==> src/dda_line_rasterizer_core_defines.svh <==
// Assertion macros shared by the rasterizer RTL.
// Included by modules that carry concurrent checks; no other dependencies.
`ifndef DDA_LINE_RASTERIZER_CORE_DEFINES_SVH
`define DDA_LINE_RASTERIZER_CORE_DEFINES_SVH

// same-cycle implication, disabled during reset
`define DLR_ASSERT_NOW(label, clk, rst_n, ante, cons) \
    label: assert property (@(posedge clk) disable iff (!rst_n) (ante) |-> (cons)) \
        else $error("dlr assertion failed");

// next-cycle implication, disabled during reset
`define DLR_ASSERT_NEXT(label, clk, rst_n, ante, cons) \
    label: assert property (@(posedge clk) disable iff (!rst_n) (ante) |=> (cons)) \
        else $error("dlr assertion failed");

`endif

==> src/dlr_pkg.sv <==
// Shared types and constants for the DDA line rasterizer.
// No dependencies; imported by every rasterizer module.
`timescale 1ns / 1ps

package dlr_pkg;

    localparam int COORD_FRAC_BITS = 4;
    localparam int COORD_INT_BITS  = 12;
    localparam int INC_FRAC_BITS   = 16;

    localparam int COORD_W    = COORD_INT_BITS + COORD_FRAC_BITS;
    localparam int STEP_W     = COORD_W - COORD_FRAC_BITS;
    localparam int INC_SHIFT  = INC_FRAC_BITS - COORD_FRAC_BITS;
    localparam int DIVIDEND_W = COORD_W + INC_SHIFT;
    localparam int DIV_CNT_W  = $clog2(DIVIDEND_W);
    localparam int INC_W      = 24;
    localparam int POS_W      = 32;
    localparam int RX_W       = POS_W - INC_FRAC_BITS;
    localparam int PIX_W      = 13;
    localparam int DIM_W      = 13;

    localparam logic [INC_W-2:0] INC_MAG_MAX = '1;

    localparam logic ACT_LOAD = 1'b0;
    localparam logic ACT_STEP = 1'b1;

    typedef enum logic {
        KIND_LOAD,
        KIND_STEP
    } kind_t;

    typedef struct packed {
        kind_t               kind;
        logic                done;
        logic [STEP_W-1:0]   step;
        logic [COORD_W-1:0]  mag_x;
        logic [COORD_W-1:0]  mag_y;
        logic                neg_x;
        logic                neg_y;
        logic [COORD_W-1:0]  start_x;
        logic [COORD_W-1:0]  start_y;
    } cmd_t;

endpackage

==> src/dda_line_rasterizer_core.sv <==
// DDA line rasterizer top level: config registers, front end, command queue, back end.
// Depends on dlr_pkg, dlr_front, dlr_queue, dlr_back (and dlr_div below it).
//
// Input channel (in_valid/in_stall): action 0 loads a line from start_x/y to end_x/y
// (signed Q12.4), action 1 advances one step. Output channel (out_valid/out_stall):
// one pixel word per cycle while not stalled, four per emitting word, in brush order
// (x,y), (x-1,y), (x,y-1), (x-1,y-1); block_last marks the fourth, line_done
// the fourth of the last. A step word with no line in progress produces nothing.
// A step word passes through a queue entry, the back end position register and the
// pixel output register; a load with nonzero length first runs the increment divider
// (one quotient bit per cycle over 28 bits). The back end pops the next step word only
// as the single pixel output register takes the fourth pixel of the previous one.
// in_stall rises when the command queue (QUEUE_DEPTH words) is full. When out_stall
// is high the output register holds its word, the back end waits and the queue fills.
// Reset clears the queue, leaves no line loaded and sets image size to 640 x 480.
// Config: APB writes at 0x0 (image_width) and 0x4 (image_height), to be written only
// while the block is idle (the block does not enforce it); reads return their values.
`timescale 1ns / 1ps

module dda_line_rasterizer_core
    import dlr_pkg::*;
#(
    parameter int QUEUE_DEPTH = 2
)
(
    input  logic                clk,
    input  logic                rst_n,
    input  logic                in_valid,
    output logic                in_stall,
    input  logic                action,
    input  logic signed [15:0]  start_x,
    input  logic signed [15:0]  start_y,
    input  logic signed [15:0]  end_x,
    input  logic signed [15:0]  end_y,
    output logic                out_valid,
    input  logic                out_stall,
    output logic signed [12:0]  pixel_x,
    output logic signed [12:0]  pixel_y,
    output logic                colour_sel,
    output logic                inside_res,
    output logic                line_done,
    output logic                block_last,
    input  logic                psel,
    input  logic                penable,
    input  logic                pwrite,
    input  logic [2:0]          paddr,
    input  logic [31:0]         pwdata,
    output logic [31:0]         prdata,
    output logic                pready
);

    localparam logic             REG_IMAGE_WIDTH  = 1'b0;
    localparam logic             REG_IMAGE_HEIGHT = 1'b1;
    localparam logic [DIM_W-1:0] WIDTH_RESET      = DIM_W'(640);
    localparam logic [DIM_W-1:0] HEIGHT_RESET     = DIM_W'(480);

    logic [DIM_W-1:0] image_width_reg;
    logic [DIM_W-1:0] image_height_reg;
    logic             cfg_write;
    logic             q_full;
    logic             q_push;
    cmd_t             q_push_cmd;
    logic             q_pop;
    logic             q_valid;
    cmd_t             q_cmd;
    logic [PIX_W-1:0] pix_x;
    logic [PIX_W-1:0] pix_y;

    assign pready    = 1'b1;
    assign cfg_write = psel && penable && pwrite;
    assign prdata    = (paddr[2] == REG_IMAGE_HEIGHT) ? {{(32-DIM_W){1'b0}}, image_height_reg}
                                                      : {{(32-DIM_W){1'b0}}, image_width_reg};

    always_ff @(posedge clk or negedge rst_n)
    begin
        if (!rst_n)
        begin
            image_width_reg  <= WIDTH_RESET;
            image_height_reg <= HEIGHT_RESET;
        end
        else if (cfg_write)
        begin
            if (paddr[2] == REG_IMAGE_WIDTH)
                image_width_reg <= pwdata[DIM_W-1:0];
            else
                image_height_reg <= pwdata[DIM_W-1:0];
        end
    end

    dlr_front u_front (
        .clk      (clk),
        .rst_n    (rst_n),
        .in_valid (in_valid),
        .in_stall (in_stall),
        .action   (action),
        .start_x  (start_x),
        .start_y  (start_y),
        .end_x    (end_x),
        .end_y    (end_y),
        .q_full   (q_full),
        .push     (q_push),
        .push_cmd (q_push_cmd)
    );

    dlr_queue #(
        .DEPTH (QUEUE_DEPTH)
    ) u_queue (
        .clk       (clk),
        .rst_n     (rst_n),
        .push      (q_push),
        .push_cmd  (q_push_cmd),
        .full      (q_full),
        .pop       (q_pop),
        .pop_valid (q_valid),
        .pop_cmd   (q_cmd)
    );

    dlr_back u_back (
        .clk          (clk),
        .rst_n        (rst_n),
        .q_valid      (q_valid),
        .q_cmd        (q_cmd),
        .q_pop        (q_pop),
        .image_width  (image_width_reg),
        .image_height (image_height_reg),
        .out_valid    (out_valid),
        .out_stall    (out_stall),
        .pixel_x      (pix_x),
        .pixel_y      (pix_y),
        .colour_sel   (colour_sel),
        .inside_res   (inside_res),
        .line_done    (line_done),
        .block_last   (block_last)
    );

    assign pixel_x = signed'(pix_x);
    assign pixel_y = signed'(pix_y);

endmodule

==> src/dlr_front.sv <==
// Front end: accepts input words, works out line length and deltas, queues commands.
// Depends on dlr_pkg.
`timescale 1ns / 1ps

module dlr_front
    import dlr_pkg::*;
(
    input  logic                clk,
    input  logic                rst_n,
    input  logic                in_valid,
    output logic                in_stall,
    input  logic                action,
    input  logic [COORD_W-1:0]  start_x,
    input  logic [COORD_W-1:0]  start_y,
    input  logic [COORD_W-1:0]  end_x,
    input  logic [COORD_W-1:0]  end_y,
    input  logic                q_full,
    output logic                push,
    output cmd_t                push_cmd
);

    localparam int DW = COORD_W + 1;

    logic [STEP_W-1:0]  steps_left_reg;
    logic [STEP_W-1:0]  steps_left_next;
    logic               accept;
    logic [DW-1:0]      dx;
    logic [DW-1:0]      dy;
    logic [DW-1:0]      abs_x;
    logic [DW-1:0]      abs_y;
    logic [COORD_W-1:0] mag_x;
    logic [COORD_W-1:0] mag_y;
    logic [COORD_W-1:0] mag_max;
    logic [STEP_W-1:0]  step_v;

    assign accept   = in_valid && !q_full;
    assign in_stall = q_full;

    assign dx      = {end_x[COORD_W-1], end_x} - {start_x[COORD_W-1], start_x};
    assign dy      = {end_y[COORD_W-1], end_y} - {start_y[COORD_W-1], start_y};
    assign abs_x   = dx[DW-1] ? (DW'(0) - dx) : dx;
    assign abs_y   = dy[DW-1] ? (DW'(0) - dy) : dy;
    assign mag_x   = abs_x[COORD_W-1:0];
    assign mag_y   = abs_y[COORD_W-1:0];
    assign mag_max = (mag_x > mag_y) ? mag_x : mag_y;
    assign step_v  = mag_max[COORD_W-1:COORD_FRAC_BITS];

    // a step word with no line in progress is swallowed here
    assign push = accept && ((action == ACT_LOAD) || (steps_left_reg != '0));

    always_comb
    begin
        push_cmd.kind    = (action == ACT_LOAD) ? KIND_LOAD : KIND_STEP;
        push_cmd.done    = (action == ACT_LOAD) ? (step_v == '0)
                                                : (steps_left_reg == STEP_W'(1));
        push_cmd.step    = step_v;
        push_cmd.mag_x   = mag_x;
        push_cmd.mag_y   = mag_y;
        push_cmd.neg_x   = dx[DW-1];
        push_cmd.neg_y   = dy[DW-1];
        push_cmd.start_x = start_x;
        push_cmd.start_y = start_y;
    end

    always_comb
    begin
        steps_left_next = steps_left_reg;
        if (accept)
        begin
            if (action == ACT_LOAD)
                steps_left_next = step_v;
            else if (steps_left_reg != '0)
                steps_left_next = steps_left_reg - STEP_W'(1);
        end
    end

    always_ff @(posedge clk or negedge rst_n)
    begin
        if (!rst_n)
            steps_left_reg <= '0;
        else
            steps_left_reg <= steps_left_next;
    end

endmodule

==> src/dlr_queue.sv <==
// Small command FIFO between the front and back ends.
// Depends on dlr_pkg for the command type.
`timescale 1ns / 1ps

module dlr_queue
    import dlr_pkg::*;
#(
    parameter int DEPTH = 2
)
(
    input  logic clk,
    input  logic rst_n,
    input  logic push,
    input  cmd_t push_cmd,
    output logic full,
    input  logic pop,
    output logic pop_valid,
    output cmd_t pop_cmd
);

    localparam int PW = $clog2(DEPTH);
    localparam int CW = $clog2(DEPTH + 1);
    localparam logic [PW-1:0] LAST_PTR = PW'(DEPTH - 1);
    localparam logic [CW-1:0] FULL_CNT = CW'(DEPTH);

    cmd_t          entry_reg [DEPTH];
    logic [PW-1:0] wr_ptr_reg;
    logic [PW-1:0] rd_ptr_reg;
    logic [CW-1:0] count_reg;
    logic          do_push;
    logic          do_pop;

    assign full      = (count_reg == FULL_CNT);
    assign pop_valid = (count_reg != '0);
    assign pop_cmd   = entry_reg[rd_ptr_reg];
    assign do_push   = push && !full;
    assign do_pop    = pop && pop_valid;

    always_ff @(posedge clk)
    begin
        if (do_push)
            entry_reg[wr_ptr_reg] <= push_cmd;
    end

    always_ff @(posedge clk or negedge rst_n)
    begin
        if (!rst_n)
        begin
            wr_ptr_reg <= '0;
            rd_ptr_reg <= '0;
            count_reg  <= '0;
        end
        else
        begin
            if (do_push)
                wr_ptr_reg <= (wr_ptr_reg == LAST_PTR) ? '0 : wr_ptr_reg + PW'(1);
            if (do_pop)
                rd_ptr_reg <= (rd_ptr_reg == LAST_PTR) ? '0 : rd_ptr_reg + PW'(1);
            if (do_push && !do_pop)
                count_reg <= count_reg + CW'(1);
            else if (do_pop && !do_push)
                count_reg <= count_reg - CW'(1);
        end
    end

endmodule

==> src/dlr_div.sv <==
// Radix-2 restoring divider for one increment: (mag << INC_SHIFT) / step, saturated.
// Depends on dlr_pkg. One quotient bit per cycle, DIVIDEND_W bits per divide.
`timescale 1ns / 1ps

module dlr_div
    import dlr_pkg::*;
(
    input  logic               clk,
    input  logic               rst_n,
    input  logic               start,
    input  logic [COORD_W-1:0] mag,
    input  logic [STEP_W-1:0]  divisor,
    output logic               done,
    output logic [INC_W-2:0]   quot
);

    localparam logic [DIV_CNT_W-1:0] LAST_CNT = DIV_CNT_W'(DIVIDEND_W - 1);

    logic                  busy_reg;
    logic                  done_reg;
    logic [DIV_CNT_W-1:0]  cnt_reg;
    logic [DIVIDEND_W-1:0] num_reg;
    logic [DIVIDEND_W-1:0] q_reg;
    logic [STEP_W-1:0]     rem_reg;
    logic [STEP_W-1:0]     div_reg;
    logic [STEP_W:0]       rem_shift;
    logic [STEP_W:0]       rem_diff;
    logic                  ge;

    assign rem_shift = {rem_reg, num_reg[DIVIDEND_W-1]};
    assign rem_diff  = rem_shift - {1'b0, div_reg};
    assign ge        = rem_shift >= {1'b0, div_reg};

    assign done = done_reg;
    // quotient bits above the increment range saturate it
    assign quot = (q_reg[DIVIDEND_W-1:INC_W-1] != '0) ? INC_MAG_MAX : q_reg[INC_W-2:0];

    always_ff @(posedge clk or negedge rst_n)
    begin
        if (!rst_n)
        begin
            busy_reg <= 1'b0;
            done_reg <= 1'b0;
            cnt_reg  <= '0;
        end
        else
        begin
            done_reg <= 1'b0;
            if (start)
            begin
                busy_reg <= 1'b1;
                cnt_reg  <= '0;
            end
            else if (busy_reg)
            begin
                cnt_reg <= cnt_reg + DIV_CNT_W'(1);
                if (cnt_reg == LAST_CNT)
                begin
                    busy_reg <= 1'b0;
                    done_reg <= 1'b1;
                end
            end
        end
    end

    always_ff @(posedge clk)
    begin
        if (start)
        begin
            num_reg <= {mag, {INC_SHIFT{1'b0}}};
            div_reg <= divisor;
            rem_reg <= '0;
            q_reg   <= '0;
        end
        else if (busy_reg)
        begin
            num_reg <= {num_reg[DIVIDEND_W-2:0], 1'b0};
            rem_reg <= ge ? rem_diff[STEP_W-1:0] : rem_shift[STEP_W-1:0];
            q_reg   <= {q_reg[DIVIDEND_W-2:0], ge};
        end
    end

endmodule

==> src/dlr_back.sv <==
// Back end: holds position and increments, runs the divides, emits 2x2 brush words.
// Depends on dlr_pkg, dlr_div and the assertion macro header.
`timescale 1ns / 1ps
`include "dda_line_rasterizer_core_defines.svh"

module dlr_back
    import dlr_pkg::*;
(
    input  logic               clk,
    input  logic               rst_n,
    input  logic               q_valid,
    input  cmd_t               q_cmd,
    output logic               q_pop,
    input  logic [DIM_W-1:0]   image_width,
    input  logic [DIM_W-1:0]   image_height,
    output logic               out_valid,
    input  logic               out_stall,
    output logic [PIX_W-1:0]   pixel_x,
    output logic [PIX_W-1:0]   pixel_y,
    output logic               colour_sel,
    output logic               inside_res,
    output logic               line_done,
    output logic               block_last
);

    typedef enum logic [1:0] {
        S_IDLE,
        S_DIV,
        S_EMIT
    } state_t;

    localparam logic [POS_W-1:0] ROUND_HALF = POS_W'(1) << (INC_FRAC_BITS - 1);
    localparam int               POS_PAD    = POS_W - COORD_W - INC_SHIFT;

    state_t                 state_reg;
    logic [POS_W-1:0]       pos_x_reg;
    logic [POS_W-1:0]       pos_y_reg;
    logic [INC_W-1:0]       inc_x_reg;
    logic [INC_W-1:0]       inc_y_reg;
    logic                   neg_x_reg;
    logic                   neg_y_reg;
    logic                   colour_reg;
    logic                   done_reg;
    logic [1:0]             k_reg;
    logic                   out_valid_reg;
    logic [PIX_W-1:0]       pixel_x_reg;
    logic [PIX_W-1:0]       pixel_y_reg;
    logic                   colour_sel_reg;
    logic                   inside_res_reg;
    logic                   line_done_reg;
    logic                   block_last_reg;

    logic                   out_load;
    logic                   last_pix;
    logic                   div_start;
    logic                   div_x_done;
    logic                   div_y_done;
    logic [INC_W-2:0]       quot_x;
    logic [INC_W-2:0]       quot_y;
    logic [POS_W-1:0]       round_x;
    logic [POS_W-1:0]       round_y;
    logic [RX_W:0]          px;
    logic [RX_W:0]          py;
    logic                   inside_v;

    assign out_load  = (state_reg == S_EMIT) && (!out_valid_reg || !out_stall);
    assign last_pix  = (k_reg == 2'd3);
    assign q_pop     = q_valid && ((state_reg == S_IDLE) || (out_load && last_pix));
    assign div_start = q_pop && (q_cmd.kind == KIND_LOAD) && (q_cmd.step != '0);

    dlr_div u_div_x (
        .clk     (clk),
        .rst_n   (rst_n),
        .start   (div_start),
        .mag     (q_cmd.mag_x),
        .divisor (q_cmd.step),
        .done    (div_x_done),
        .quot    (quot_x)
    );

    dlr_div u_div_y (
        .clk     (clk),
        .rst_n   (rst_n),
        .start   (div_start),
        .mag     (q_cmd.mag_y),
        .divisor (q_cmd.step),
        .done    (div_y_done),
        .quot    (quot_y)
    );

    // floor(pos + 0.5) is the upper half after adding one half
    assign round_x = pos_x_reg + ROUND_HALF;
    assign round_y = pos_y_reg + ROUND_HALF;
    // brush order: (x,y), (x-1,y), (x,y-1), (x-1,y-1)
    assign px = {round_x[POS_W-1], round_x[POS_W-1:INC_FRAC_BITS]} - {{RX_W{1'b0}}, k_reg[0]};
    assign py = {round_y[POS_W-1], round_y[POS_W-1:INC_FRAC_BITS]} - {{RX_W{1'b0}}, k_reg[1]};
    assign inside_v = !px[RX_W] && !py[RX_W]
                   && (px[RX_W-1:0] < {{(RX_W-DIM_W){1'b0}}, image_width})
                   && (py[RX_W-1:0] < {{(RX_W-DIM_W){1'b0}}, image_height});

    always_ff @(posedge clk or negedge rst_n)
    begin
        if (!rst_n)
        begin
            state_reg     <= S_IDLE;
            out_valid_reg <= 1'b0;
            k_reg         <= '0;
            pos_x_reg     <= '0;
            pos_y_reg     <= '0;
            inc_x_reg     <= '0;
            inc_y_reg     <= '0;
        end
        else
        begin
            if (out_load)
            begin
                out_valid_reg  <= 1'b1;
                pixel_x_reg    <= px[PIX_W-1:0];
                pixel_y_reg    <= py[PIX_W-1:0];
                colour_sel_reg <= colour_reg;
                inside_res_reg <= inside_v;
                line_done_reg  <= done_reg && last_pix;
                block_last_reg <= last_pix;
            end
            else if (!out_stall)
                out_valid_reg <= 1'b0;

            case (state_reg)
                S_IDLE:
                begin
                end
                S_DIV:
                begin
                    if (div_x_done)
                    begin
                        inc_x_reg <= neg_x_reg ? (INC_W'(0) - {1'b0, quot_x}) : {1'b0, quot_x};
                        inc_y_reg <= neg_y_reg ? (INC_W'(0) - {1'b0, quot_y}) : {1'b0, quot_y};
                        state_reg <= S_EMIT;
                        k_reg     <= '0;
                    end
                end
                S_EMIT:
                begin
                    if (out_load && !q_pop)
                    begin
                        k_reg <= k_reg + 2'd1;
                        if (last_pix)
                            state_reg <= S_IDLE;
                    end
                end
                default:
                    state_reg <= S_IDLE;
            endcase

            // next word from the queue starts here
            if (q_pop)
            begin
                k_reg      <= '0;
                done_reg   <= q_cmd.done;
                colour_reg <= (q_cmd.kind == KIND_STEP);
                if (q_cmd.kind == KIND_LOAD)
                begin
                    pos_x_reg <= {{POS_PAD{q_cmd.start_x[COORD_W-1]}}, q_cmd.start_x,
                                  {INC_SHIFT{1'b0}}};
                    pos_y_reg <= {{POS_PAD{q_cmd.start_y[COORD_W-1]}}, q_cmd.start_y,
                                  {INC_SHIFT{1'b0}}};
                    neg_x_reg <= q_cmd.neg_x;
                    neg_y_reg <= q_cmd.neg_y;
                    if (q_cmd.step == '0)
                    begin
                        inc_x_reg <= '0;
                        inc_y_reg <= '0;
                        state_reg <= S_EMIT;
                    end
                    else
                        state_reg <= S_DIV;
                end
                else
                begin
                    pos_x_reg <= pos_x_reg + {{(POS_W-INC_W){inc_x_reg[INC_W-1]}}, inc_x_reg};
                    pos_y_reg <= pos_y_reg + {{(POS_W-INC_W){inc_y_reg[INC_W-1]}}, inc_y_reg};
                    state_reg <= S_EMIT;
                end
            end
        end
    end

    assign out_valid  = out_valid_reg;
    assign pixel_x    = pixel_x_reg;
    assign pixel_y    = pixel_y_reg;
    assign colour_sel = colour_sel_reg;
    assign inside_res = inside_res_reg;
    assign line_done  = line_done_reg;
    assign block_last = block_last_reg;

    `DLR_ASSERT_NOW(a_div_lanes_together, clk, rst_n, 1'b1, div_x_done == div_y_done)
    `DLR_ASSERT_NOW(a_no_pop_in_div, clk, rst_n, state_reg == S_DIV, !q_pop)
    `DLR_ASSERT_NEXT(a_div_start_enters_div, clk, rst_n, div_start, state_reg == S_DIV)
    `DLR_ASSERT_NOW(a_done_is_block_end, clk, rst_n, out_valid_reg && line_done_reg,
                    block_last_reg)

endmodule

==> config.mk <==
export PLATFORM = sky130hd
export DESIGN_NAME = dda_line_rasterizer_core
export DESIGN_NICKNAME = d
export VERILOG_FILES = /design/src/dlr_pkg.sv /design/src/dda_line_rasterizer_core.sv /design/src/dlr_front.sv /design/src/dlr_queue.sv /design/src/dlr_div.sv /design/src/dlr_back.sv
export VERILOG_INCLUDE_DIRS = /design/src /design/src/src
export SDC_FILE = /design/constraint.sdc
export NUM_CORES = 1
export LEC_CHECK = 0
export ABC_AREA = 1
export BUFFER_PORTS_ARGS = -buffer_cell sky130_fd_sc_hd__buf_2
export CAP_MARGIN = 20
export CORE_MARGIN = 2
export CORE_UTILIZATION = 44
export CTS_CLUSTER_SIZE = 10
export DETAILED_ROUTE_END_ITERATION = 16
export SYNTH_ARGS = -nofsm -noshare
export SYNTH_HDL_FRONTEND = slang
export SYNTH_SLANG_ARGS = --single-unit
==> constraint.sdc <==
create_clock -name clk -period 7.7 [get_ports clk]
set_input_delay 1.54 -clock clk [delete_from_list [all_inputs] [get_ports clk]]
set_output_delay 1.54 -clock clk [all_outputs]
set_load 0.02 [all_outputs]
==> flow_summary.json <==
{
  "synth_edf_count": 238,
  "synth_compound_area_share_pct": 13.4,
  "min_period_over_period_pct": 76.2,
  "grt_use_met2_pct": 38.4,
  "synth-seq-area-share_pct": 43.6,
  "crit_type": "input pin to register",
  "ios": 172,
  "fin_setup_tns_ns": 0,
  "drt_iter0_drc": 1634,
  "via_count": 24700,
  "worstSkewPairLatency_ns": 0.64,
  "grt_max_degree": 82,
  "postCtsSetupRepairBufs": 0,
  "critPathLaunchType": "input pin",
  "crit_fanout": 25,
  "synthMuxAreaShare_pct": 0.434,
  "area_delta_synth_final_pct": 11.1,
  "initial_utilization_pct": 44.5,
  "synth-seq-cells": 490,
  "fp.dieW_um": 265,
  "synth_top_family_by_area": "simple AND/OR/NAND/NOR gates",
  "cp.arrival_ns": 6.23,
  "die_h_um": 265,
  "wirelength_um": 78900,
  "globalplace.congestion": 0.920,
  "fin_nets": 4145,
  "setup_violations": 0,
  "busiest_layer": "met2",
  "final_cell_mix": "nand2_1 (870), inv_1 (502), nor2_1 (348), o21ai_0 (239), edfxtp_1 (238)",
  "syn_inst": 3739,
  "clk_pin_slew_ns": 0.06,
  "max_cap_violations": 0,
  "setup_ws_ns": 1.83,
  "yosysWarnings": 0,
  "min_period_ns": 5.87,
  "worstPathRequired_ns": 8.07,
  "drive_gt1_share_pct": 8.86,
  "firstDrtPassIters": 6,
  "largest_reg_flops": 160,
  "max_stage_delay_ns": 0.39,
  "startpoint": "start_x[0]",
  "cts_buffer_depth": 3,
  "pwr_density_cell_nw_per_um2": 382,
  "mostFrequentLayoutCell": "nand2_1",
  "grt-ovfl-total": 0,
  "final_core_util_pct": 49.5,
  "fp-row-count": 95,
  "ys_async_sr_fraction_pct": 35.1,
  "rsz0062_at_grt": "no",
  "n_fill_cell": 6495,
  "synth_fa_ha_area_share_pct": 7.79,
  "timing.fmax_mhz": 170,
  "ant_nets": 0,
  "holdCritPathClass": "register to register",
  "drv_slew": 0,
  "viasPerCell": 5.16,
  "hold_start": "image_width_reg[3]",
  "seqCellArea_sq_um": 13100,
  "wire_per_inst_um": 16.5,
  "syn-cell-area_sq_um": 30000,
  "cts_tree": "built",
  "worstMarginPinSlew_ns": 0.953,
  "drc": 0,
  "yosys.area.top_type": "edfxtp_1",
  "cts-resized-gates": 0,
  "grt_use_met1_pct": 31.1,
  "coreArea_sq_um": 67300,
  "dpl.hpwl_um": 59500,
  "synth-xor-area-share_pct": 3.38,
  "maxSlewHeadroom_pct": 36.3,
  "status": "completed",
  "clkSinkCount": 490,
  "cts_hold_buf": 0,
  "ys.flop_type": "edfxtp_1",
  "p_leak_nw": 15.6,
  "htreeDepth": 2,
  "synthSimpleGateAreaFrac_pct": 22.9,
  "cpMostUsedCell": "nand2_1",
  "hold_viol": 0,
  "antenna_found_initial": 2,
  "antenna_cells": 0,
  "avgSynthCellArea_sq_um": 8.02,
  "ir_drop_mv": 0.243,
  "multi_input_area_sq_um": 14400,
  "grtUsageTotal_pct": 22.6,
  "place_ws_ns": 1.18,
  "finClkSkew_ns": 0.0206,
  "ys_top_cells_by_area": "edfxtp_1 (24%), dfrtp_1 (14%), nand2_1 (11%), ha_1 (7.4%), inv_1 (6.3%)",
  "portBuffers": 130,
  "crit_slowest_cell": "fa_1",
  "grt_util_met3_pct": 2.48,
  "yosysUniqueCellTypes": 71,
  "worst_setup_path_end_kind": "register",
  "rr_startpoint": "u_queue.rd_ptr_reg",
  "cts_root_buffer": "clkbuf_16",
  "yosys.area.top_type_share_pct": 23.8,
  "grt_pass1_wl_um": 127000,
  "cts_buffers": 59,
  "die_area_sq_um": 70200,
  "grt_pass1_vias": 23300
}
==> kinds of logic (layout without fill, tap and decap cells) <==
group | after synthesis | count (layout)
simple gates | 1605 | 1605
mux | 13 | 13
compound gates | 695 | 695
xor+xnor | 113 | 113
fa+ha+maj | 183 | 183
buf+inv | 638 | 787
flops | 490 | 490
other cells | 2 | 20
==> where the power goes <==
part	switching [mW]	leakage, nW	internal (mW)	total, mW
combinational	3.89	9.58	1.97	5.85
sequential	0.496	5.09	3.72	4.22
clock	1.11	0.887	1.53	2.64
total	5.49	15.6	7.22	12.7
==> stage by stage <==
stage                     cells  hold WS, ns  cell area (sq um)  power [mW]
final                      4779        0.482              33300        12.7
after detailed placement   4667        0.473              31400        10.1
after global placement     4666        0.467              31400        10.0
after floorplan            3757        0.400              30000        8.48
after global routing       4779        0.503              33300        13.8
after CTS                  4779        0.487              33300        12.8
==> final timing paths <==
path	endpoint	slack (ns)	cells past startpoint
max	u_queue.entry_reg[0][78]	1.83	30
min	image_width_reg[3]	0.48	2
max reg2reg	u_back.u_div_y.q_reg[10]	3.66	10
min reg2reg	image_width_reg[3]	0.48	2
max in group asynchronous	u_queue.rd_ptr_reg	5.55	2
min in group asynchronous	u_back.inc_y_reg[4]	0.91	1
==> metal layers <==
layer  up-vias  wire [um]
li1      12700          -
met1     11400      37000
met2       495      37300
met3        95       3090
met4         0       1580
met5         -          0
==> Yosys cell counts (all sizes together) (8+ instances only) <==
cell type and number:
dfxtp 80, a21o 9, o311ai 13, xnor2 30, nand3 196, inv 516, o21bai 14, a21oi 219
o22ai 61, o221ai 27, clkbuf 60, buf 58, nand4 43, mux2i 13, edfxtp 238, o21ai 256
nor4 14, a31oi 48, nand3b 12, xor2 83, nor3 45, ha 177, nand2 895, a22o 8
o211ai 14, nor2 374, or2 13, dfrtp 166
==> cell type report <==
type                            count  area share [%]
Clock buffer                      103            5.24
Clock inverter                      9           0.316
Inverter                          520            5.87
Multi-Input combinational cell   2629            43.4
Sequential cell                   490            39.2
Tap cell                          873            3.28
Timing Repair Buffer              155            2.68
==> critical path, delay by kind of cell <==
family / cells / cell delay [ns]
adders and majority gates: 3 / 0.97
buffers and inverters: 4 / 0.75
AOI/OAI and AO/OA: 5 / 0.96
and+or+nand+nor: 18 / 1.99
Note: power is estimated with default switching activity, not from simulation.
